[config.mk]
export PLATFORM = sky130hd
export DESIGN_NAME = cis2d_div
export DESIGN_NICKNAME = d
export VERILOG_FILES = /design/src/rtl/core/cis2d_pkg.sv /design/src/rtl/core/cis2d_div.sv
export SDC_FILE = /design/constraint.sdc
export NUM_CORES = 1
export LEC_CHECK = 0
export BUFFER_PORTS_ARGS = -buffer_cell sky130_fd_sc_hd__clkbuf_2
export CORE_MARGIN = 3
export CORE_UTILIZATION = 48
export CTS_BUF_LIST = sky130_fd_sc_hd__clkbuf_2 sky130_fd_sc_hd__clkbuf_4 sky130_fd_sc_hd__clkbuf_8
export DETAILED_ROUTE_END_ITERATION = 8
export GPL_TIMING_DRIVEN = 0
export PLACE_DENSITY_LB_ADDON = 0.12
export SYNTH_ARGS = -nofsm -noshare
export SYNTH_HDL_FRONTEND = slang
export SYNTH_SLANG_ARGS = --single-unit
[constraint.sdc]
create_clock -name clk -period 7.6 [get_ports clk]
set_input_delay 1.52 -clock clk [delete_from_list [all_inputs] [get_ports clk]]
set_output_delay 1.52 -clock clk [all_outputs]
set_load 0.02 [all_outputs]
[src/rtl/core/cis2d_pkg.sv]
package cis2d_pkg;

  localparam int DEF_NUM_BODIES   = 64;
  localparam int DEF_NUM_CONTACTS = 64;
  localparam int DEF_FRAC_BITS    = 16;

  localparam logic [2:0] CMD_LOAD_MASS  = 3'd0;
  localparam logic [2:0] CMD_LOAD_MOT   = 3'd1;
  localparam logic [2:0] CMD_CLEAR      = 3'd2;
  localparam logic [2:0] CMD_SOLVE      = 3'd3;
  localparam logic [2:0] CMD_READ       = 3'd4;

  localparam logic [1:0] REG_TIME_STEP  = 2'd0;

  localparam logic [30:0] TIME_STEP_RESET = 31'd1092;

  localparam logic signed [31:0] SMAX = 32'sh7fffffff;
  localparam logic signed [31:0] SMIN = 32'sh80000000;

  function automatic logic signed [31:0] sat33(input logic signed [32:0] v);
    if (v > 33'sd2147483647) return SMAX;
    else if (v < -33'sd2147483648) return SMIN;
    else return v[31:0];
  endfunction

  function automatic logic signed [31:0] qadd(input logic signed [31:0] a,
                                              input logic signed [31:0] b);
    return sat33(33'(a) + 33'(b));
  endfunction

  function automatic logic signed [31:0] qsub(input logic signed [31:0] a,
                                              input logic signed [31:0] b);
    return sat33(33'(a) - 33'(b));
  endfunction

  function automatic logic signed [31:0] qneg(input logic signed [31:0] a);
    return sat33(-33'(a));
  endfunction

  function automatic logic signed [31:0] sat64(input logic signed [63:0] v);
    if (v > 64'sd2147483647) return SMAX;
    else if (v < -64'sd2147483648) return SMIN;
    else return v[31:0];
  endfunction

endpackage

[src/rtl/core/cis2d_div.sv]
// Iterative signed divide: q = trunc(n / d), saturated, one quotient bit per cycle.
module cis2d_div
  import cis2d_pkg::*;
(
  input  logic               clk,
  input  logic               rst,
  input  logic               start,
  input  logic signed [63:0] num,
  input  logic signed [31:0] den,
  output logic               done,
  output logic signed [31:0] quo
);
  logic [63:0] rem, q;
  logic [31:0] dmag;
  logic        neg, busy;
  logic [6:0]  cnt;
  logic [64:0] trial;
  logic [63:0] qs;
  logic signed [63:0] qsg;

  assign trial = {rem[63:0], q[63]} - {33'd0, dmag};
  assign qsg = neg ? -$signed(q) : $signed(q);
  assign qs = q;

  always_ff @(posedge clk) begin
    if (rst) begin
      busy <= 1'b0;
      done <= 1'b0;
      cnt <= '0;
    end else begin
      done <= 1'b0;
      if (start) begin
        busy <= 1'b1;
        cnt <= 7'd64;
        neg <= num[63] ^ den[31];
        q <= num[63] ? 64'(-num) : 64'(num);
        dmag <= den[31] ? 32'(-den) : 32'(den);
        rem <= '0;
      end else if (busy) begin
        if (!trial[64]) begin
          rem <= trial[63:0];
          q <= {q[62:0], 1'b1};
        end else begin
          rem <= {rem[62:0], q[63]};
          q <= {q[62:0], 1'b0};
        end
        cnt <= cnt - 7'd1;
        if (cnt == 7'd1) begin
          busy <= 1'b0;
          done <= 1'b1;
        end
      end
    end
  end

  always_comb begin
    if (!neg && qs[63]) quo = SMAX;
    else quo = sat64(qsg);
  end
endmodule

# Word-level counts from Yosys, hierarchy flattened
# Index checks and enable logic that the tools add are counted.
[op_classes]
addsub = 5
order_cmp = 2
eq_ne = 1
n_mux = 17
n_bitwise = 3
n_reduce_logical = 7
[ops]
columns = ["cell", "n"]
rows = [
  ["$mux 64", 6],
  ["$neg 64->64", 2],
  ["$mux 32", 3],
  ["$sub 65x32->65", 1],
  ["$gt 64x32->1 const B", 1],
  ["$lt 64x32->1 const B", 1],
  ["$neg 32->32", 1],
  ["$mux 31", 1],
  ["$mux 7", 2],
  ["$eq 7x1->1 const B", 1],
  ["$sub 7x1->7 const B", 1],
  ["$mux 1", 5],
  ["$reduce_and 2->1", 2],
  ["$reduce_or 3->1", 1],
  ["$not 1->1", 2],
  ["$reduce_bool 2->1", 1],
  ["$reduce_or 2->1", 1],
  ["$logic_and 1x1->1", 1],
  ["$logic_not 1->1", 1],
  ["$xor 1x1->1", 1],
]
[word_totals]
register_bits = 170
inputBits = 99

# Depth between registers and ports, before layout
# Gate-level depths: netlist of run 1.
[depth]
ltp_word = 6
mapped_depth = 14
ltp_nobuf = 13

# Least setup slack after synthesis of run 1
# Ideal clock, no wire load.
[synth_path]
path_kind = "input to register"
from = "input start"
to = "register q[0], enable pin"
arrival_ps = 7208
required_ps = 6982
setup_slack_ps = -226
stages = 3
path_buffers = 1
path_cell_list = "clkbuf_1 nor2_1 nor2_1"
[synth_between]
elab_chain_cells = 2
[synth_lines]
columns = ["element", "line_no", "text"]
rows = [
  ["start, declared", "cis2d_div.sv:7", "input logic start,"],
  ["$reduce_bool 2->1 (no line)", "--", ""],
  ["$reduce_and 2->1 (no line)", "--", ""],
  ["end signal, assigned", "cis2d_div.sv:36", "q <= num[63] ? 64'(-num) : 64'(num);"],
  ["end signal, assigned", "cis2d_div.sv:42", "q <= {q[62:0], 1'b1};"],
  ["end signal, assigned", "cis2d_div.sv:45", "q <= {q[62:0], 1'b0};"],
  ["end, declared", "cis2d_div.sv:13", "logic [63:0] rem, q;"],
]
# Every way passes these cells.
# A chain may end at the register's enable or synchronous reset.

# Worst setup path in the final report of run 1
[layout_path]
from = "register q[26]"
to = "output quo[7]"
[layout_between]
elab_chain_cells = 6
elab_cells_between_ends = 7
classes_between = "1 x add/sub; 2 x order compare; 4 x mux"
[layout_lines]
columns = ["element", "line_no", "text"]
rows = [
  ["$neg 64->64", "cis2d_div.sv:22", "assign qsg = neg ? -$signed(q) : $signed(q);"],
  ["$mux 64 *", "cis2d_div.sv:22", ""],
  ["$lt 64x32->1", "cis2d_pkg.sv:42", "else if (v < -64'sd2147483648) return SMIN;"],
  ["$mux 32", "cis2d_pkg.sv:42", ""],
  ["$mux 32 *", "cis2d_pkg.sv:41", "if (v > 64'sd2147483647) return SMAX;"],
  ["$mux 32 *", "cis2d_div.sv:57", "if (!neg && qs[63]) quo = SMAX;"],
  ["end, declared", "cis2d_div.sv:11", "output logic signed [31:0] quo"],
]
# Mark *: on every way between the ends. The rest lies on a longest branch, timed or not.

==> flow_metrics.env, run 1 <==
export IMPL_status="finished clean"
export IMPL_num_rows=60
export IMPL_synthArstFlopShare_pct=0
export IMPL_antenna_found_initial=0
export IMPL_fin_cells=2093
export IMPL_yosys_top_cells_area="edfxtp_1 36%, xor2_1 7.5%, xnor2_1 5.2%"
export IMPL_synth_top_family_by_area="simple AND/OR/NAND/NOR gates"
export IMPL_drive_above_1_share_pct=12.1
export IMPL_p_leak_uw=0.00547
export IMPL_fin_crit_ns=7.24
export IMPL_postLayoutCellArea_mm2=0.0151
export IMPL_yosysWarnings=0
export IMPL_drc=0
export IMPL_nets=1845
export IMPL_ctsRootBufferMaster="clkbuf_8"
export IMPL_crit_chain="or4_1 > nor3_1 > nand4_1 > o41ai_1 > xnor2_1 > or4_1 > or4_1 > nor4_2 > or2_2 > buf_6 > o21ai_1 > clkbuf_2"
export IMPL_fin_skew_ns=0.0207
export IMPL_fmax_mhz=138
export IMPL_drt_wirelength_per_cell_um=18.5
export IMPL_portBuffers=130
export IMPL_dr_pass1_iters=6
export IMPL_numCtsBuffers=17
export IMPL_syn_avg_cell_area_um2=8.63
export IMPL_pin_count=132
export IMPL_cp_slowest_cell="nor3_1"
export IMPL_fp_dieW_um=173
export IMPL_muxShareOfSynthArea_pct=1.37
export IMPL_grt_pass1_vias=11818
export IMPL_yosysUniqueCellTypes=68
export IMPL_clk_insertion_delay_late_ns=0.48
export IMPL_synth_top_area_cell="edfxtp_1"
export IMPL_postCtsSetupBuffers=0
export IMPL_worst_slew_pin_slew_ns=1.09
export IMPL_core_mm2=0.0273
export IMPL_num_antenna_cells=0
export IMPL_maxCapViolations=0
export IMPL_grt_max_degree=34
export IMPL_slew_viol_final=0
export IMPL_powerDensity_mw_per_mm2=175
export IMPL_dp_cells=2061
export IMPL_start_util_pct=49.2
export IMPL_syn_nets=1692
export IMPL_synth_ff_type="edfxtp_1"
export IMPL_die_h_um=173
export IMPL_ys_seq_area_share_pct=37.4
export IMPL_num_vias=12227
export IMPL_cp_start_kind="register"
export IMPL_cp_required_ns=6.08
export IMPL_hpwl_mm=29.7
export IMPL_setup_violations_final=0
export IMPL_worstPathArrival_ns=5.72
export IMPL_synth_edf_count=161
export IMPL_drt_iter0_markers=973
export IMPL_cts_resized=0
export IMPL_endpoint_kind="output port"
export IMPL_synth_compound_area_share_pct=18.5
export IMPL_wl_mm=38.7
export IMPL_yosys_register_bits=170
export IMPL_synth_xor_area_share_pct=12.7
export IMPL_post_route_util_pct=55.4
export IMPL_gp_congestion=0.936
export IMPL_synth_simple_area_share_pct=22.2
export IMPL_cts_tree="yes"
export IMPL_synth_top_area_share_pct=36.0
export IMPL_grt_setup_unrepaired="false"
export IMPL_path_buf_inv=2
export IMPL_dieArea_mm2=0.0300
export IMPL_hold_path_class="reg -> reg"
export IMPL_cts_buffer_depth=2
export IMPL_ctsHtreeMaxLevel=4
export IMPL_synth_fa_ha_area_share_pct=3.60
export IMPL_routed_via_density=5.84
export IMPL_synthToLayoutAreaGrowth_pct=12.4
export IMPL_grt_pass1_wl_mm=61.8
export IMPL_critical_path_class="reg -> out"
export IMPL_critPathMaxStageDelay_ns=0.79
export IMPL_critical_path_top_delay_family="simple AND/OR/NAND/NOR gates"
export IMPL_final_common_cell="nor2_1"
export IMPL_synthesis_area_mm2=0.0134
export IMPL_cpMostUsedCell="or4_1"
export IMPL_hp_start="cnt[1]$_SDFFE_PP0P_"
export IMPL_irDropWorstVdd_v=0.0000784
export IMPL_place_area_mm2=0.0146
export IMPL_clk_pin_slew_worst_paths_ns=0.10
export IMPL_worst_hold_slack_ns=0.505
export IMPL_final_cell_mix="164 x nor2_1, 161 x edfxtp_1, 139 x nand2_1"
export IMPL_hold_viol_final=0
export IMPL_relSlewSlack_pct=26.8
export IMPL_r2r_start="q[63]$_DFFE_PP_"
export IMPL_startpoint="q[26]$_DFFE_PP_"
export IMPL_grt_overflow=0
export IMPL_ctsHoldBuffers=0
export IMPL_cp_max_fo=10
export IMPL_ant_nets=0
export IMPL_netlist_instances=1555
export IMPL_timing_final_crit_share_pct=95.2
export IMPL_clkSinkCount=170
export IMPL_globalRouteTotalUtil_pct=25.2
-- synth_stat cells (5+ instances only) --
cell type  count
nor2_1       165
edfxtp_1     161
nand2_1      139
a21oi_1      137
xor2_1       115
clkbuf_1      79
o21ai_0       79
xnor2_1       79
inv_1         55
or3_1         49
o31ai_1       44
nor3_1        41
or4_1         40
ha_1          37
o21ai_1       30
nor4_1        26
o41ai_1       26
a21o_1        21
nand3_1       21
nand4_1       20
or2_2         19
nand2b_1      18
dfxtp_1        9
mux2i_1        9
nand4b_1       9
nor2b_1        9
a211oi_1       8
o21bai_1       8
a31oi_1        7
mux2_2         7
o21a_1         6
and3_1         5
buf_1          5
nor3b_1        5
o211ai_1       5
-- worst reg2reg max path, stage by stage (launching register included) --
cell	delay [ns]
edfxtp_1	0.54
inv_1	0.20
ha_1	0.28
fa_1	0.39
nand2b_1	0.19
a21oi_1	0.25
o31a_1	0.22
o211ai_1	0.15
a31oi_1	0.43
nor3_1	0.17
xor2_1	0.88
clkbuf_1	0.53
nand2_1	0.13
a21oi_1	0.14
-- state kept, by name, summed over array words and instances (netlist names) --
name  cells
dmag     32
rem      64
q        64
busy      1
cnt       7
neg       1
done      1
-- kinds of logic after synthesis --
family          Yosys count
simple gates            588
compound gates          404
xor+xnor                194
flops                   170
buf+inv                 144
fa+ha+maj                38
mux                      17
-- through the flow --
step | power, µW | TNS (ns) | setup slack [ns]
after floorplan | 1680 | 0 | 1.80
after global placement | 1890 | -36.79 | -0.298
final | 2640 | 0 | 0.361
after detailed placement | 1900 | 0 | 0.966
after global routing | 2780 | 0 | 0.0426
after CTS | 2650 | 0 | 0.377
-- layer usage --
layer / share of wire, % / track usage [%]
met3: 4.7 / 2.72
met1: 44 / 32.4
met5: 0 / 0
met4: 2.5 / 8.41
met2: 49 / 44.3
-- final cells by class --
class	count	area (µm²)
multi-input cells	1241	7850
clock buffers	18	241
plain buffers	89	365
fillers	2564	12200
well taps	372	465
flip-flops and latches	170	5010
clock inverters	14	210
repair buffers	134	731
inverters	55	206
-- power by group --
group | switching (µW) | total (µW) | internal, µW
registers | 55.2 | 1170 | 1120
logic | 438 | 712 | 275
clock network | 387 | 758 | 372
total | 880 | 2640 | 1760
-- worst paths after layout --
path	to	slack (ns)	cells past startpoint
worst max-delay path	quo[7]	0.36	12
worst min-delay path	cnt[1]$_SDFFE_PP0P_	0.51	2
worst max register to register	rem[27]$_SDFFCE_PP0P_	2.96	13
worst min register to register	cnt[1]$_SDFFE_PP0P_	0.51	2
Note: power is estimated with default switching activity, not from simulation.
==> run 2: changes to the inputs <==
ABC_AREA = 1   (was unset)
HOLD_SLACK_MARGIN = 0.05   (was unset)
==> run 2 against run 1 <==
Synthesized area increased by 18%. Die area increased by 17%. Critical path depth increased by 8. Highest routed layer unchanged. Count of clock-buffer cells in the layout decreased by 1. Sequential power about the same. Utilization decreased by 0.76 points. Critical endpoint is now quo[21]. Largest power group unchanged. Largest cell class unchanged.
==> flow_metrics.env, run 2 <==
export IMPL_status="finished clean"
export IMPL_drive_above_1_share_pct=9.21
export IMPL_relSlewSlack_pct=35.1
export IMPL_fin_skew_ns=0.0181
export IMPL_clk_insertion_delay_late_ns=0.49
export IMPL_synthesis_area_mm2=0.0158
export IMPL_slew_viol_final=0
export IMPL_pin_count=132
export IMPL_drt_wirelength_per_cell_um=18.3
export IMPL_synth_edf_count=161
export IMPL_clkSinkCount=170
export IMPL_fp_dieW_um=187
export IMPL_netlist_top_cells_count="607 x nand2_1, 414 x nor2_1, 297 x inv_1, 161 x edfxtp_1, 148 x o21ai_0"
export IMPL_powerDensity_mw_per_mm2=157
export IMPL_ctsHoldBuffers=0
export IMPL_hold_path_class="reg -> reg"
export IMPL_ctsHtreeMaxLevel=4
export IMPL_ctsRootBufferMaster="clkbuf_8"
export IMPL_drt_iter0_markers=1203
export IMPL_grt_overflow=0
export IMPL_portBuffers=130
export IMPL_cts_tree="yes"
export IMPL_post_route_util_pct=54.6
export IMPL_worstPathArrival_ns=3.72
export IMPL_num_rows=65
export IMPL_routed_via_density=5.43
export IMPL_cp_start_kind="register"
export IMPL_grt_pass1_vias=16025
export IMPL_irDropWorstVdd_v=0.000103
export IMPL_synthToLayoutAreaGrowth_pct=10.7
export IMPL_pre_cts_slack_ns=3.00
export IMPL_netlist_instances=2408
export IMPL_synth_top_area_cell="edfxtp_1"
export IMPL_num_antenna_cells=0
export IMPL_num_vias=16345
export IMPL_ys_seq_area_share_pct=31.7
export IMPL_layout_setup_ws_ns=2.36
export IMPL_worst_hold_slack_ns=0.495
export IMPL_clk_pin_slew_worst_paths_ns=0.10
export IMPL_postCtsSetupBuffers=0
export IMPL_reg_top3="q x64, rem x64, dmag x32"
export IMPL_grt_pass1_wl_mm=86.0
export IMPL_synth_ff_type="edfxtp_1"
export IMPL_die_h_um=187
export IMPL_fmax_mhz=191
export IMPL_endpoint_kind="output port"
export IMPL_setup_violations_final=0
export IMPL_hpwl_mm=45.6
export IMPL_critical_path_class="reg -> out"
export IMPL_worst_slew_pin_slew_ns=0.971
export IMPL_maxCapViolations=0
export IMPL_drc=0
export IMPL_grt_max_degree=34
export IMPL_nets=2698
export IMPL_gp_congestion=0.977
export IMPL_cts_buffer_depth=2
export IMPL_cts_resized=0
export IMPL_synthArstFlopShare_pct=0
export IMPL_hold_viol_final=0
export IMPL_fin_crit_ns=5.24
export IMPL_dieArea_mm2=0.0351
export IMPL_numCtsBuffers=17
export IMPL_final_common_cell="nand2_1"
export IMPL_timing_final_crit_share_pct=68.9
export IMPL_core_mm2=0.0320
export IMPL_p_leak_uw=0.00727
export IMPL_yosysUniqueCellTypes=49
export IMPL_grt_setup_unrepaired="false"
export IMPL_cp_required_ns=6.08
export IMPL_globalRouteTotalUtil_pct=31.1
export IMPL_wl_mm=55.1
export IMPL_synthMostInstantiatedCell="nand2_1"
export IMPL_dr_pass1_iters=6
export IMPL_syn_nets=2545
export IMPL_yosys_register_bits=170
export IMPL_ant_nets=0
export IMPL_n_fill_cell=3306
export IMPL_yosys_top_cells_area="edfxtp_1 31%, nand2_1 14%, nor2_1 9.8%"
export IMPL_syn_avg_cell_area_um2=6.56
export IMPL_start_util_pct=49.3
export IMPL_cp_max_fo=10
export IMPL_final_cell_mix="607 x nand2_1, 413 x nor2_1, 297 x inv_1"
export IMPL_yosysWarnings=0
export IMPL_synth_top_area_share_pct=30.6
export IMPL_antenna_found_initial=0
[run 2: cell count changes after synthesis, sizes merged, moves of 41 or more]
cell    delta
nand2    +475
o21ai     +51
inv      +244
or4       -41
clkbuf    -42
or3       -51
nand3    +130
nor2     +264
[run 2: stage by stage]
| stage | TNS, ns | area [µm²] | std cells | total power, µW |
|---|---|---|---|---|
| floorplan | 0 | 15800 | 2408 | 1790 |
| finish | 0 | 17500 | 3009 | 2740 |
| global route | 0 | 17500 | 3009 | 2900 |
| global placement | -77.62 | 17000 | 2973 | 2070 |
| CTS | 0 | 17500 | 3009 | 2740 |
| detailed placement | 0 | 17100 | 2977 | 2080 |
[run 2: final timing paths]
check                      startpoint                     to  slack [ns]  cells past startpoint
setup reg to reg      q[63]$_DFFE_PP_  rem[22]$_SDFFCE_PP0P_        3.71                     16
hold reg to reg   cnt[6]$_SDFFE_PP0N_    cnt[6]$_SDFFE_PP0N_        0.50                      2
hold / removal    cnt[6]$_SDFFE_PP0N_    cnt[6]$_SDFFE_PP0N_        0.50                      2
setup / recovery       q[0]$_DFFE_PP_                quo[21]        2.36                     20
[run 2: cells by family (layout without fill, tap and decap cells)]
kind of cell               Yosys count  in the layout  synth area share (%)
buffers and inverters              364            530                  9.09
AOI/OAI and AO/OA                  344            344                  11.8
xor gates and xnor gates           158            158                  8.75
DFF                                170            170                  31.7
adders and majority gates           38             38                  3.06
and+or+nand+nor                   1334           1334                  35.5
[run 2: metal layers]
layer | track usage, % | wire length [µm] | up-vias
li1 | - | - | 8155
met1 | 37.0 | 22100 | 7486
met2 | 55.4 | 27000 | 555
met3 | 2.72 | 2540 | 149
met4 | 17.1 | 3410 | 0
met5 | 0 | 0 | -
[run 2: final cells by class]
cell class	count	area (µm²)	area share, %
clock buffer	17	234	1.34
multi-input combinational	1874	9370	53.6
timing repair buffer	134	731	4.18
buffer	65	315	1.80
sequential	170	5010	28.7
inverter	299	1120	6.41
tap	435	544	3.11
clock inverter	15	163	0.930
[run 2: worst max-delay path: stages, from the launching register on]
cell and delay (ns):
edfxtp_1 0.49, inv_1 0.16, ha_1 0.21, nand2_1 0.16
nor2_4 0.19, nand2_1 0.15, nor2_1 0.33, nand2_1 0.13
nand2_1 0.12, nand3_1 0.10, nand2_1 0.09, nand3_1 0.06
nor2_1 0.12, nand2_1 0.09, nor2_1 0.11, nand2_1 0.11
nand2_2 0.16, buf_6 0.15, nand2_1 0.07, nand3_2 0.06
clkbuf_2 0.17
[run 2: power by group]
group	switching, µW	internal [µW]	total [µW]
sequential	63.6	1120	1180
combinational	591	297	888
clock	374	297	671
