===== src/rtl/core/cis2d_pkg.sv =====
package cis2d_pkg;

  localparam int DEF_NUM_BODIES   = 64;
  localparam int DEF_NUM_CONTACTS = 64;
  localparam int DEF_FRAC_BITS    = 16;

  localparam logic [2:0] CMD_LOAD_MASS  = 3'd0;
  localparam logic [2:0] CMD_LOAD_MOT   = 3'd1;
  localparam logic [2:0] CMD_CLEAR      = 3'd2;
  localparam logic [2:0] CMD_SOLVE      = 3'd3;
  localparam logic [2:0] CMD_READ       = 3'd4;

  localparam logic [1:0] REG_TIME_STEP  = 2'd0;

  localparam logic [30:0] TIME_STEP_RESET = 31'd1092;

  localparam logic signed [31:0] SMAX = 32'sh7fffffff;
  localparam logic signed [31:0] SMIN = 32'sh80000000;

  function automatic logic signed [31:0] sat33(input logic signed [32:0] v);
    if (v > 33'sd2147483647) return SMAX;
    else if (v < -33'sd2147483648) return SMIN;
    else return v[31:0];
  endfunction

  function automatic logic signed [31:0] qadd(input logic signed [31:0] a,
                                              input logic signed [31:0] b);
    return sat33(33'(a) + 33'(b));
  endfunction

  function automatic logic signed [31:0] qsub(input logic signed [31:0] a,
                                              input logic signed [31:0] b);
    return sat33(33'(a) - 33'(b));
  endfunction

  function automatic logic signed [31:0] qneg(input logic signed [31:0] a);
    return sat33(-33'(a));
  endfunction

  function automatic logic signed [31:0] sat64(input logic signed [63:0] v);
    if (v > 64'sd2147483647) return SMAX;
    else if (v < -64'sd2147483648) return SMIN;
    else return v[31:0];
  endfunction

endpackage


===== src/rtl/core/cis2d_sqrt.sv =====
// Iterative integer root of x << FRAC_BITS, two radicand bits per cycle.
module cis2d_sqrt
  import cis2d_pkg::*;
#(
  parameter int FRAC_BITS = DEF_FRAC_BITS
) (
  input  logic               clk,
  input  logic               rst,
  input  logic               start,
  input  logic signed [31:0] x,
  output logic               done,
  output logic signed [31:0] root
);
  logic [63:0] v, res, bitv, sum;
  logic        busy;

  assign sum = res + bitv;
  assign root = res[31] ? SMAX : $signed(res[31:0]);

  always_ff @(posedge clk) begin
    if (rst) begin
      busy <= 1'b0;
      done <= 1'b0;
    end else begin
      done <= 1'b0;
      if (start) begin
        v <= (x <= 0) ? 64'd0 : (64'(x) << FRAC_BITS);
        res <= '0;
        bitv <= 64'd1 << 62;
        busy <= 1'b1;
      end else if (busy) begin
        if (bitv == 64'd0) begin
          busy <= 1'b0;
          done <= 1'b1;
        end else begin
          if (v >= sum) begin
            v <= v - sum;
            res <= (res >> 1) + bitv;
          end else begin
            res <= res >> 1;
          end
          bitv <= bitv >> 2;
        end
      end
    end
  end
endmodule


===== config.mk =====
export PLATFORM = sky130hd
export DESIGN_NAME = cis2d_sqrt
export DESIGN_NICKNAME = d
export VERILOG_FILES = /design/src/rtl/core/cis2d_pkg.sv /design/src/rtl/core/cis2d_sqrt.sv
export SDC_FILE = /design/constraint.sdc
export NUM_CORES = 1
export LEC_CHECK = 0
export BUFFER_PORTS_ARGS = -buffer_cell sky130_fd_sc_hd__clkbuf_2
export CORE_ASPECT_RATIO = 0.5
export CORE_MARGIN = 1.5
export CORE_UTILIZATION = 55
export DETAILED_ROUTE_END_ITERATION = 10
export PLACE_DENSITY_LB_ADDON = 0.3
export SYNTH_ARGS = -nofsm -noshare
export SYNTH_HDL_FRONTEND = slang
export SYNTH_SLANG_ARGS = --single-unit
export TNS_END_PERCENT = 1

===== constraint.sdc =====
create_clock -name clk -period 10.7 [get_ports clk]
set_clock_uncertainty 0.2 [all_clocks]
set_input_delay 1.07 -clock clk [delete_from_list [all_inputs] [get_ports clk]]
set_output_delay 1.07 -clock clk [all_outputs]
set_load 0.01 [all_outputs]

# Yosys cells after proc, flatten, opt, wreduce, memory -nomap -nowiden

Cells that the tools add are included.

Bits in registers: 194
Latch bits: 0
Memory bits (writable): 0
Bits in read-only memories: 0
Input port bits: 35
Output and inout bits: 33
Logic and storage cells: 34
Memories: 0

$add $sub $neg: 3
$mul: 0
Div/mod/pow operators: 0
$lt $le $gt $ge: 2
Equality and inequality tests: 1
Shift-type cells: 0
Mux-type cells: 15
Bitwise gates (word level): 2
Reduce and logical (&&, ||, !) cells: 6

Operators with widths:

| operator            | count |
|---|---|
| $mux 64             | 10 |
| $add 63x64->64      | 1 |
| $add 64x64->64      | 1 |
| $ge 64x64->1        | 1 |
| $logic_not 64->1    | 1 |
| $sub 64x64->64      | 1 |
| $le 32x1->1 const B | 1 |
| $mux 31             | 1 |
| $mux 1              | 4 |
| $reduce_and 4->1    | 1 |
| $reduce_bool 2->1   | 2 |
| $reduce_and 3->1    | 1 |
| $reduce_or 3->1     | 1 |
| $ne 2x2->1 const B  | 1 |
| $not 1->1           | 2 |

# Longest topological paths before layout

Gate-level depths: netlist of run 1.

Word-level depth: 6
Gate-level depth with buffers: 24
Gate-level depth less buffers: 23

# Worst setup path before layout of run 1

OpenSTA, ideal clock, no wires.

Kind: input -> register
Start: input port start
End: register v[0] (enable)
Library setup time: 0.584 ns
Data arrival time: 10.612 ns
Data required time: 9.916 ns
Setup slack: -0.696 ns
Cell stages on the path: 5
Path buffers: 2
Cell sequence: clkbuf_1 -> clkbuf_1 -> a21oi_1 -> nor2_1 -> a21boi_0

Word-level cells in the longest chain between the ends: 2
Elaborated cells between the ends (all ways): 4
Those cells by class: eq/ne (1); reduce/logical (3)

Ends and longest elaborated chain:

| item                                                      | RTL line         | RTL |
|---|---|---|
| start: declaration                                        | cis2d_sqrt.sv:9  | `input logic start,` |
| $ne 2x2->1 (no line) or $reduce_bool 2->1 (tied branches) | n/a              |  |
| $reduce_and 4->1 (no line) (*)                            | n/a              |  |
| end signal: assignment                                    | cis2d_sqrt.sv:27 | `v <= (x <= 0) ? 64'd0 : (64'(x) << FRAC_BITS);` |
| end signal: assignment                                    | cis2d_sqrt.sv:37 | `v <= v - sum;` |
| end: declaration                                          | cis2d_sqrt.sv:14 | `logic [63:0] v, res, bitv, sum;` |

Every way passes the cells marked *; elsewhere a longest branch is shown, timed or not.
A chain may end at the register's enable or synchronous reset.

# Worst setup path after layout of run 1

Start: register res[16]
End: register v[51] (enable)

Word-level cells in the longest chain between the ends: 4

Ends and longest elaborated chain:

| item                        | RTL line         | RTL |
|---|---|---|
| start: declaration          | cis2d_sqrt.sv:14 |  |
| start signal: assignment    | cis2d_sqrt.sv:38 | `res <= (res >> 1) + bitv;` |
| start signal: assignment    | cis2d_sqrt.sv:40 | `res <= res >> 1;` |
| $add 64x64->64              | cis2d_sqrt.sv:17 | `assign sum = res + bitv;` |
| $ge 64x64->1                | cis2d_sqrt.sv:36 | `if (v >= sum) begin` |
| $reduce_bool 2->1 (no line) | n/a              |  |
| $reduce_and 4->1 (no line)  | n/a              |  |

Every way passes these cells.

==> results.md, run 1 <==
* Unrepaired setup endpoints after global routing: false
* Crit path cell chain: ha_1 > a31oi_1 > and3_1 > a2111o_1 > nand2_1 > a21oi_1 > o21ai_0 > a21o_1 > a41oi_1 > xor2_1 > ha_1 > a21o_1 > a21o_1 > a21o_1 > a221o_1 > a221o_1 > a41oi_4 > buf_4 > a21boi_4 > buf_4
* Cell area after placement at 0.0159 mm^2
* Final Cycle Share at 62.6%
* CP Max Fanout at 64
* Most common cell on crit path: a21o_1
* Avg Vias per Cell at 6.34
* Syn Inst Count at 1814
* Syn Area/Cell at 8.45 um^2
* Hold_buf cts at 0
* Crit path launch type: flip-flop
* Most frequent cells in the layout: 211 x nand2_1, 160 x edfxtp_1, 157 x nor2_1, 135 x o21ai_0, 130 x ha_1
* Final Hold Viols at 0
* Worst-Margin Slew at 1150 ps
* Outcome: completed
* Starting Density at 57.0%
* Fin util at 61.2%
* Max cap viols at 0
* Slew headroom at 23.1%
* Total CTS buffers at 17
* Final setup fails at 0
* Ys flop type: edfxtp_1
* Die ar. at 0.0289 mm^2
* Antenna-violating nets left at 0
* Std-Cell Rows at 42
* DR WL/cell at 18.0 um
* CP max stage cell: buf_4
* Core region area at 0.0269 mm^2
* Die width at 239 um
* Synthesized Nets at 1980
* Commonest non-fill, non-tap cell in the layout: nand2_1
* Area Overhead vs Synth at 7.38%
* Synth Register Bits at 162
* Cell family with most CP delay: compound AO/OA/AOI/OAI gates
* Placer Congestion at 0.972
* Final WL at 39600 um
* Cells after DPL at 2176
* Port Buffers at 66
* Die Y at 121 um
* Grt ovf at 0
* Slew Viols, Final at 0
* Number of global-route vias before repair at 13000
* Layout cells sized above 1 at 9.43%
* Clock Tree Root: clkbuf_16
* Place WS at 4120 ps
* GRT Overall Usage at 27.9%
* Arrival time at the worst endpoint at 6590 ps
* Maximum VDD drop at 120 uV
* CTS tree: yes
* Total design power at 3.00 mW
* Final worst setup slack at 4000 ps
* Synthesized area at 0.0153 mm^2
* Count of different cell masters after synthesis at 83
* Leak at 6.26 nW
* Sequential-to-total area share from yosys stat at 31.6%
* Post-layout instance area at 0.0165 mm^2
* Initial antenna violation count at 0
* Min Hold Slack at 294 ps
* Antenna Cells at 0
* Setup Fix Bufs, Post-CTS at 0
* Hold Path Class: reg2reg
* Post-DP HPWL at 29000 um
* DR pass1 iterations at 5
* Nets@finish at 1987
* CP required at 10600 ps
* Ys Warns at 0
* Pwr Density at 182 mW/mm^2
* Initial DRC count at 1430
* Max incr delay on CP at 510 ps
* Crit path buffers/inverters at 2
* Fmax achieved at 149 MHz
* Pin count of the biggest net entering global routing at 69
* Number of gates resized after cts at 0
* DRC at 0
* Setup TNS at 0 ps
* R2r setup slk at 4000 ps
* Post-synth EDFFs at 160
* H-tree depth at 4
* First-pass GRT wire length at 65000 um
* Crit end category: flip-flop
* Fin crit period at 6700 ps
* Clk Latency, worst-skew pair at 460 ps
* Clock slew at reported path FFs at 70 ps
* Maximum root-to-sink buffer count at 2
* Critical path class: reg2reg
* Post-Layout Cell Count at 2208
* Clk sinks at 162
* I/O pins at 68
* DR vias at 14000
* Synth async-reset ratio at 0%
-- worst paths after layout --
path	from	end	cells after the start
hold / removal	busy	done	1
setup reg to reg	res[16]	v[51]	20
hold reg to reg	busy	done	1
setup / recovery	res[16]	v[51]	20
-- power breakdown --
| part | switching, mW | total, mW | internal (mW) |
|---|---|---|---|
| clock | 0.274 | 0.638 | 0.364 |
| sequential | 0.0810 | 0.903 | 0.822 |
| combinational | 0.890 | 1.46 | 0.571 |
-- cell families after synthesis --
kind of cell    share of synthesized area, %
xor+xnor                                9.08
buf+inv                                 3.22
fa+ha+maj                               10.7
other cells                           0.0245
compound gates                          23.6
mux                                    0.457
flops                                   31.6
simple gates                            21.3
-- synth_stat cells (4+ instances only) --
cell type    n  area share (%)
edfxtp_1   160              31
xor2_1      85             4.9
a211oi_1    26             1.3
a41oi_1      7            0.40
o21bai_1    19            0.93
o31a_1       4            0.23
o31ai_1     11            0.54
nand2b_1    12            0.49
or3_1       14            0.57
inv_1       37            0.91
ha_1       130              11
clkbuf_1    64             1.6
a21o_1      60             2.9
nand3_1     34             1.1
nand2_1    211             5.2
or2_2       32             1.3
a221oi_1     4            0.23
nor3_1      24            0.78
xnor2_1     74             4.2
buf_1        4           0.098
mux2_2       4            0.29
a31o_2      14            0.80
nor2_1     158             3.9
nor2b_1     56             2.3
o21a_1      18            0.88
o211ai_1    12            0.59
and4_1       7            0.40
a31oi_1     66             2.7
o21ai_0    135             4.4
nor4_1      23            0.94
o21ai_1      9            0.29
buf_2       16            0.52
nand4_1     57             2.3
and3_1      17            0.69
a21oi_1    128             4.2
and2_1      14            0.57
-- final cells by class --
cell class,instances,area (um^2)
inverters,37,139
repair buffers,74,393
flip-flops and latches,162,4840
clock buffers,17,425
fillers,2406,10400
multi-input cells,1529,10000
clock inverters,15,163
well taps,374,468
-- layer usage --
layer  track usage [%]  up-vias  wire (um)
met5                 0        -          0
met4              9.65        0        856
met3              3.96       70       2250
met2              45.5      488      18100
met1              38.1     6644      18500
li1                  -     6792          -
-- flip-flops by register name, summed over array words and instances, names as in the netlist --
register  flops
bitv         32
busy          1
done          1
res          64
v            64
Power figures use the tool's default switching activity.
==> run 2: changes to the inputs <==
Clock period 10.7 ns to 5.7 ns, I/O delays scaled along.
==> run 2 against run 1 <==
  * Sequential share of layout area fell by 1.6 points
  * Sequential power up 85%
  * Critical path depth is the same
  * Combinational power grew 110%
  * Hold slack got worse by 160 ps
  * Power increased by 97%
==> results.md, run 2 (synthesis gave the netlist of run 1 again) <==
* Fin util at 64.8% (was 61.2%)
* I/O pins at 68 (unchanged)
* Clk pwr share at 20.7% (was 21.3%)
* DR vias at 14300 (was 14000)
* Area Overhead vs Synth at 13.7% (was 7.38%)
* Antenna Cells at 0 (unchanged)
* Final setup fails at 0 (unchanged)
* Leak at 6.69 nW (was 6.26 nW)
* Maximum root-to-sink buffer count at 2 (unchanged)
* Crit path launch type: flip-flop (unchanged)
* Post-DP HPWL at 30800 um (was 29000 um)
* Arrival time at the worst endpoint at 5600 ps (was 6590 ps)
* Final Hold Viols at 0 (unchanged)
* Fin crit period at 5600 ps (was 6700 ps)
* DRC at 0 (unchanged)
* Max cap viols at 0 (unchanged)
* Avg Vias per Cell at 6.26 (was 6.34)
* CP max stage cell: a2111o_1 (was buf_4)
* Cell family with most CP delay: compound AO/OA/AOI/OAI gates (unchanged)
* Pin count of the biggest net entering global routing at 70 (was 69)
* Hold Path Class: in2reg (was reg2reg)
* Fmax achieved at 178 MHz (was 149 MHz)
* Most frequent cells in the layout: 209 x nand2_1, 160 x edfxtp_1, 157 x nor2_1, 128 x o21ai_0, 125 x a21oi_1 (was 211 x nand2_1, 160 x edfxtp_1, 157 x nor2_1, 135 x o21ai_0, 130 x ha_1)
* Port Buffers at 66 (unchanged)
* Clk sinks at 162 (unchanged)
* Worst-Margin Slew at 949 ps (was 1150 ps)
* Cells after DPL at 2237 (was 2176)
* Worst Reg-to-Reg Cells at 20 (unchanged)
* R2r setup slk at 100 ps (was 4000 ps)
* Grt ovf at 0 (unchanged)
* DR pass1 iterations at 5 (unchanged)
* Crit path buffers/inverters at 1 (was 2)
* Slew headroom at 36.6% (was 23.1%)
* Layout cells sized above 1 at 15.2% (was 9.43%)
* Antenna-violating nets left at 0 (unchanged)
* Switching Power at 2.49 mW (was 1.25 mW)
* Max incr delay on CP at 520 ps (was 510 ps)
* Crit path depth at 20 (unchanged)
* Post-Layout Cell Count at 2284 (was 2208)
* H-tree depth at 4 (unchanged)
* Starting Density at 57.0% (unchanged)
* Outcome: completed (unchanged)
* Top flop regs: res: 64 flops, v: 64 flops, bitv: 32 flops (unchanged)
* Most common cell on crit path: nor2_1 (was a21o_1)
* Clk Latency, worst-skew pair at 470 ps (was 460 ps)
* Nets@finish at 2063 (was 1987)
* Worst R2R End: res[5] (was v[51])
* Die ar. at 0.0289 mm^2 (unchanged)
* Total CTS buffers at 17 (unchanged)
* CP startpoint: bitv[4] (was res[16])
* Clock Tree Root: clkbuf_16 (unchanged)
* Pwr Density at 340 mW/mm^2 (was 182 mW/mm^2)
* Die width at 239 um (unchanged)
* Core region area at 0.0269 mm^2 (unchanged)
* Crit end category: flip-flop (unchanged)
* Commonest non-fill, non-tap cell in the layout: nand2_1 (unchanged)
* CTS tree: yes (unchanged)
* First-pass GRT wire length at 65900 um (was 65000 um)
* Critical path class: reg2reg (unchanged)
* DR WL/cell at 18.5 um (was 18.0 um)
* Logic pwr share at 51.2% (was 48.7%)
* Number of global-route vias before repair at 12800 (was 13000)
* Die Y at 121 um (unchanged)
* Std-Cell Rows at 42 (unchanged)
* Final WL at 42100 um (was 39600 um)
* Unrepaired setup endpoints after global routing: true (was false)
* Crit path cell chain: ha_1 > nand2_1 > nor3_1 > nor2_1 > a2111o_1 > a2111o_1 > a31oi_1 > nor2_1 > xor2_1 > ha_1 > a21o_1 > o21bai_1 > a311oi_2 > o221ai_2 > a221o_1 > a41o_4 > buf_12 > o21ai_0 > xor2_1 > nor2_1 (was ha_1 > a31oi_1 > and3_1 > a2111o_1 > nand2_1 > a21oi_1 > o21ai_0 > a21o_1 > a41oi_1 > xor2_1 > ha_1 > a21o_1 > a21o_1 > a21o_1 > a221o_1 > a221o_1 > a41oi_4 > buf_4 > a21boi_4 > buf_4)
* CP Max Fanout at 34 (was 64)
* Critical Path Sink: res[5] (was v[51])
* Final Cycle Share at 98.3% (was 62.6%)
* Net Sw Frac at 42.0% (was 41.5%)
* Initial DRC count at 1521 (was 1430)
* GRT Overall Usage at 28.7% (was 27.9%)
* Reg power frac at 28.1% (was 30.1%)
* Initial antenna violation count at 0 (unchanged)
* Int Power at 3.44 mW (was 1.76 mW)
* Placer Congestion at 0.957 (was 0.972)
* CP required at 5700 ps (was 10600 ps)
* Slew Viols, Final at 0 (unchanged)
* Maximum VDD drop at 252 uV (was 120 uV)
* Clock slew at reported path FFs at 70 ps (about the same)
* RR Startpoint: bitv[4] (was res[16])
run 2: worst min path at each step:
stage	start	endpoint	slack (ps)	cells after the start
floorplan	busy	done	260	1
global placement	busy	done	270	1
detailed placement	busy	done	270	1
CTS	rst	busy	120	2
global route	rst	done	150	2
finish	rst	busy	130	2
run 2: layout make-up:
| type | instances | area (um^2) |
|---|---|---|
| Clock buffer | 17 | 425 |
| Timing Repair Buffer | 150 | 1030 |
| Clock inverter | 15 | 169 |
| Sequential cell | 162 | 4840 |
| Inverter | 37 | 139 |
| Tap cell | 374 | 468 |
| Fill cell | 2290 | 9470 |
| Multi-Input combinational cell | 1529 | 10400 |
run 2: worst reg2reg max path, cell delays in order (launching register included):
cell and delay [ps]:
edfxtp_1 440, ha_1 360, nand2_1 110, nor3_1 200
nor2_1 110, a2111o_1 520, a2111o_1 460, a31oi_1 140
nor2_1 130, xor2_1 180, ha_1 360, a21o_1 180
o21bai_1 180, a311oi_2 330, o221ai_2 140, a221o_1 380
a41o_4 310, buf_12 180, o21ai_0 180, xor2_1 200
nor2_1 50
run 2: power groups by stage:
stage | Sequential (mW) | Combinational [mW] | Clock (mW)
after floorplan | 1.65 | 2.20 | 0
after global placement | 1.69 | 2.85 | 0
after detailed placement | 1.69 | 2.89 | 0
after CTS | 1.66 | 2.91 | 1.23
after global routing | 1.68 | 3.32 | 1.27
final | 1.67 | 3.03 | 1.22
run 2: timing repair:
item / 4_1_cts / 5_1_grt
resized for setup: 0 / 27
endpoints found under the setup margin: 0 / 136
hold buffers: 0 / 0
setup buffers: 0 / 14
run 2: metal layers:
metal	global-route usage, %	up-vias	wire length, um
met4	10.3	0	994
met5	0	-	0
met3	3.16	80	2690
met1	40.1	6734	19400
met2	46.0	532	19100
li1	-	6952	-
run 2: metrics by stage:
| step | power [mW] | instance area [um^2] | hold slack, ps | setup WS (ps) | setup TNS (ps) |
|---|---|---|---|---|---|
| final | 5.92 | 17400 | 134 | 95.4 | 0 |
| after global routing | 6.27 | 17400 | 150 | -81.0 | -194 |
| after CTS | 5.81 | 17200 | 121 | 44.1 | 0 |
| after detailed placement | 4.57 | 16600 | 270 | 83.4 | 0 |
| after global placement | 4.54 | 16600 | 269 | 93.1 | 0 |
| after floorplan | 3.85 | 15500 | 259 | -3640 | -232790 |
==> run 3: changes to the inputs <==
Settings changed: CORE_ASPECT_RATIO 0.5 to 0.9, CORE_UTILIZATION 55 to 30.
==> run 3 against run 2 <==
  * Global-route usage is 11 points lower
  * Sequential share of layout area down 1.2 points
  * Register-to-register slack gained 20 ps
  * Hold slack worse by 0.64 ps
  * First-iteration DRC count is 23% lower
  * Core utilization shrank 29 points
  * Worst setup slack improved by 20 ps
  * Non-clock buffer count rose by 31
  * Via count rose by 0.76%
  * Die area grew 81%
  * Critical path depth unchanged
  * Design area increased by 4.7%
  * Critical endpoint is now res[4]
  * Largest cell class unchanged
==> results.md, run 3 (synthesis gave the netlist of run 1 again) <==
* Worst-Margin Slew at 879 ps (was 949 ps)
* Antenna Cells at 0 (unchanged)
* Placer Congestion at 0.918 (was 0.957)
* Total design power at 6.15 mW (was 5.92 mW)
* Clock slew at reported path FFs at 70 ps (about the same)
* Most frequent cells in the layout: 206 x nand2_1, 160 x edfxtp_1, 145 x nor2_1, 126 x a21oi_1, 123 x o21ai_0 (was 209 x nand2_1, 160 x edfxtp_1, 157 x nor2_1, 128 x o21ai_0, 125 x a21oi_1)
* Grt ovf at 0 (unchanged)
* Clk sinks at 162 (unchanged)
* Place WS at 32.7 ps (was 83.4 ps)
* Slew headroom at 41.4% (was 36.6%)
* Crit path launch type: flip-flop (unchanged)
* Final setup fails at 0 (unchanged)
* Starting Density at 30.4% (was 57.0%)
* Clock Tree Root: clkbuf_16 (unchanged)
* Outcome: completed (unchanged)
* Port Buffers at 66 (unchanged)
* Layout cells sized above 1 at 17.9% (was 15.2%)
* Leak at 6.90 nW (was 6.69 nW)
* CTS tree: yes (unchanged)
* Pin count of the biggest net entering global routing at 76 (was 70)
* H-tree depth at 4 (unchanged)
* Total CTS buffers at 17 (unchanged)
* Most common cell on crit path: nor2_2 (was nor2_1)
* Top flop regs: res: 64 flops, v: 64 flops, bitv: 32 flops (unchanged)
* Min Hold Slack at 133 ps (was 134 ps)
* Die width at 241 um (was 239 um)
* Die Y at 217 um (was 121 um)
* Std-Cell Rows at 78 (was 42)
* Clk Latency, worst-skew pair at 460 ps (was 470 ps)
* Initial DRC count at 1165 (was 1521)
* Final Cycle Share at 98.0% (was 98.3%)
* Post-Layout Cell Count at 2621 (was 2284)
* Fin util at 36.2% (was 64.8%)
* DR WL/cell at 18.4 um (was 18.5 um)
* Initial antenna violation count at 0 (unchanged)
* Post-DP HPWL at 35500 um (was 30800 um)
* CP Max Fanout at 7 (was 34)
* DR vias at 14400 (was 14300)
* Setup TNS at 0 ps (unchanged)
* Post-layout instance area at 0.0183 mm^2 (was 0.0174 mm^2)
* Met2 GRT Util at 30.3% (was 46.0%)
* Die ar. at 0.0525 mm^2 (was 0.0289 mm^2)
* Cell area after placement at 0.0171 mm^2 (was 0.0166 mm^2)
* First-pass GRT wire length at 73300 um (was 65900 um)
* Crit path cell chain: ha_4 > nand4_1 > nor3_2 > nor2_2 > a2111o_1 > a2111o_1 > a31oi_2 > nor2_2 > o21a_1 > xor2_1 > ha_2 > a21o_1 > a311oi_2 > o221ai_2 > a221o_1 > a41o_4 > buf_12 > clkbuf_16 > nor2_2 > a211oi_2 (was ha_1 > nand2_1 > nor3_1 > nor2_1 > a2111o_1 > a2111o_1 > a31oi_1 > nor2_1 > xor2_1 > ha_1 > a21o_1 > o21bai_1 > a311oi_2 > o221ai_2 > a221o_1 > a41o_4 > buf_12 > o21ai_0 > xor2_1 > nor2_1)
* Maximum root-to-sink buffer count at 2 (unchanged)
* Max incr delay on CP at 500 ps (was 520 ps)
* Critical path class: reg2reg (unchanged)
* Core region area at 0.0505 mm^2 (was 0.0269 mm^2)
* Pwr Density at 337 mW/mm^2 (was 340 mW/mm^2)
* Area Overhead vs Synth at 19.1% (was 13.7%)
* Number of global-route vias before repair at 13700 (was 12800)
* Cells after DPL at 2564 (was 2237)
* Met3 Use GR at 2.11% (was 3.16%)
* Fmax achieved at 179 MHz (was 178 MHz)
* Unrepaired setup endpoints after global routing: true (unchanged)
* Final worst setup slack at 116 ps (was 95.4 ps)
* Nets@finish at 2094 (was 2063)
* Fin crit period at 5580 ps (was 5600 ps)
* Commonest non-fill, non-tap cell in the layout: nand2_1 (unchanged)
* GRT Overall Usage at 17.6% (was 28.7%)
* CP required at 5670 ps (was 5700 ps)
* Arrival time at the worst endpoint at 5560 ps (was 5600 ps)
* DR pass1 iterations at 5 (unchanged)
* Avg Vias per Cell at 5.50 (was 6.26)
* Final Hold Viols at 0 (unchanged)
* Slew Viols, Final at 0 (unchanged)
* Hold Path Class: in2reg (unchanged)
* Maximum VDD drop at 228 uV (was 252 uV)
* Antenna-violating nets left at 0 (unchanged)
* GRT Max-Usage Layer: met2 (unchanged)
* CP max stage cell: a2111o_1 (unchanged)
* Crit end category: flip-flop (unchanged)
* Final WL at 48100 um (was 42100 um)
* I/O pins at 68 (unchanged)
* DRC at 0 (unchanged)
* Max cap viols at 0 (unchanged)
* M1 GR Usage at 23.1% (was 40.1%)
==> run 3: layout make-up <==
class	count	area [um^2]
fillers	5174	32200
well taps	680	851
multi-input cells	1529	10500
clock inverters	14	131
clock buffers	18	429
repair buffers	181	1400
flip-flops and latches	162	4840
inverters	37	139
==> run 3: power breakdown <==
group	switching [mW]	internal, mW
logic	1.91	1.39
registers	0.130	1.54
clock network	0.563	0.608
total	2.61	3.54
==> run 3: worst paths after layout <==
kind,start,to,slack [ps],depth (start not counted)
setup / recovery,bitv[8],res[4],120,20
hold / removal,rst,busy,130,2
setup reg to reg,bitv[8],res[4],120,20
hold reg to reg,busy,done,300,1
==> run 3: worst max-delay path, delay by kind of cell, from the launching register on <==
kind,cells,cell delay (ps)
AO/OA/AOI/OAI,10,2810
adder cells (fa/ha/maj),2,670
AND/OR/NAND/NOR,5,660
flip-flops,1,440
buffers and inverters,2,340
XOR/XNOR,1,180
==> run 3: timing repair <==
action,in CTS,in global routing
gates resized for setup,0,60
hold buffers,0,0
buffers inserted,0,17
setup endpoints to repair,0,139
==> run 3: per-layer routing <==
layer | part of all wire [%] | vias up
li1 | - | 6999
met2 | 49 | 377
met5 | 0 | -
met1 | 46 | 6980
met4 | 1.6 | 0
met3 | 4.3 | 51
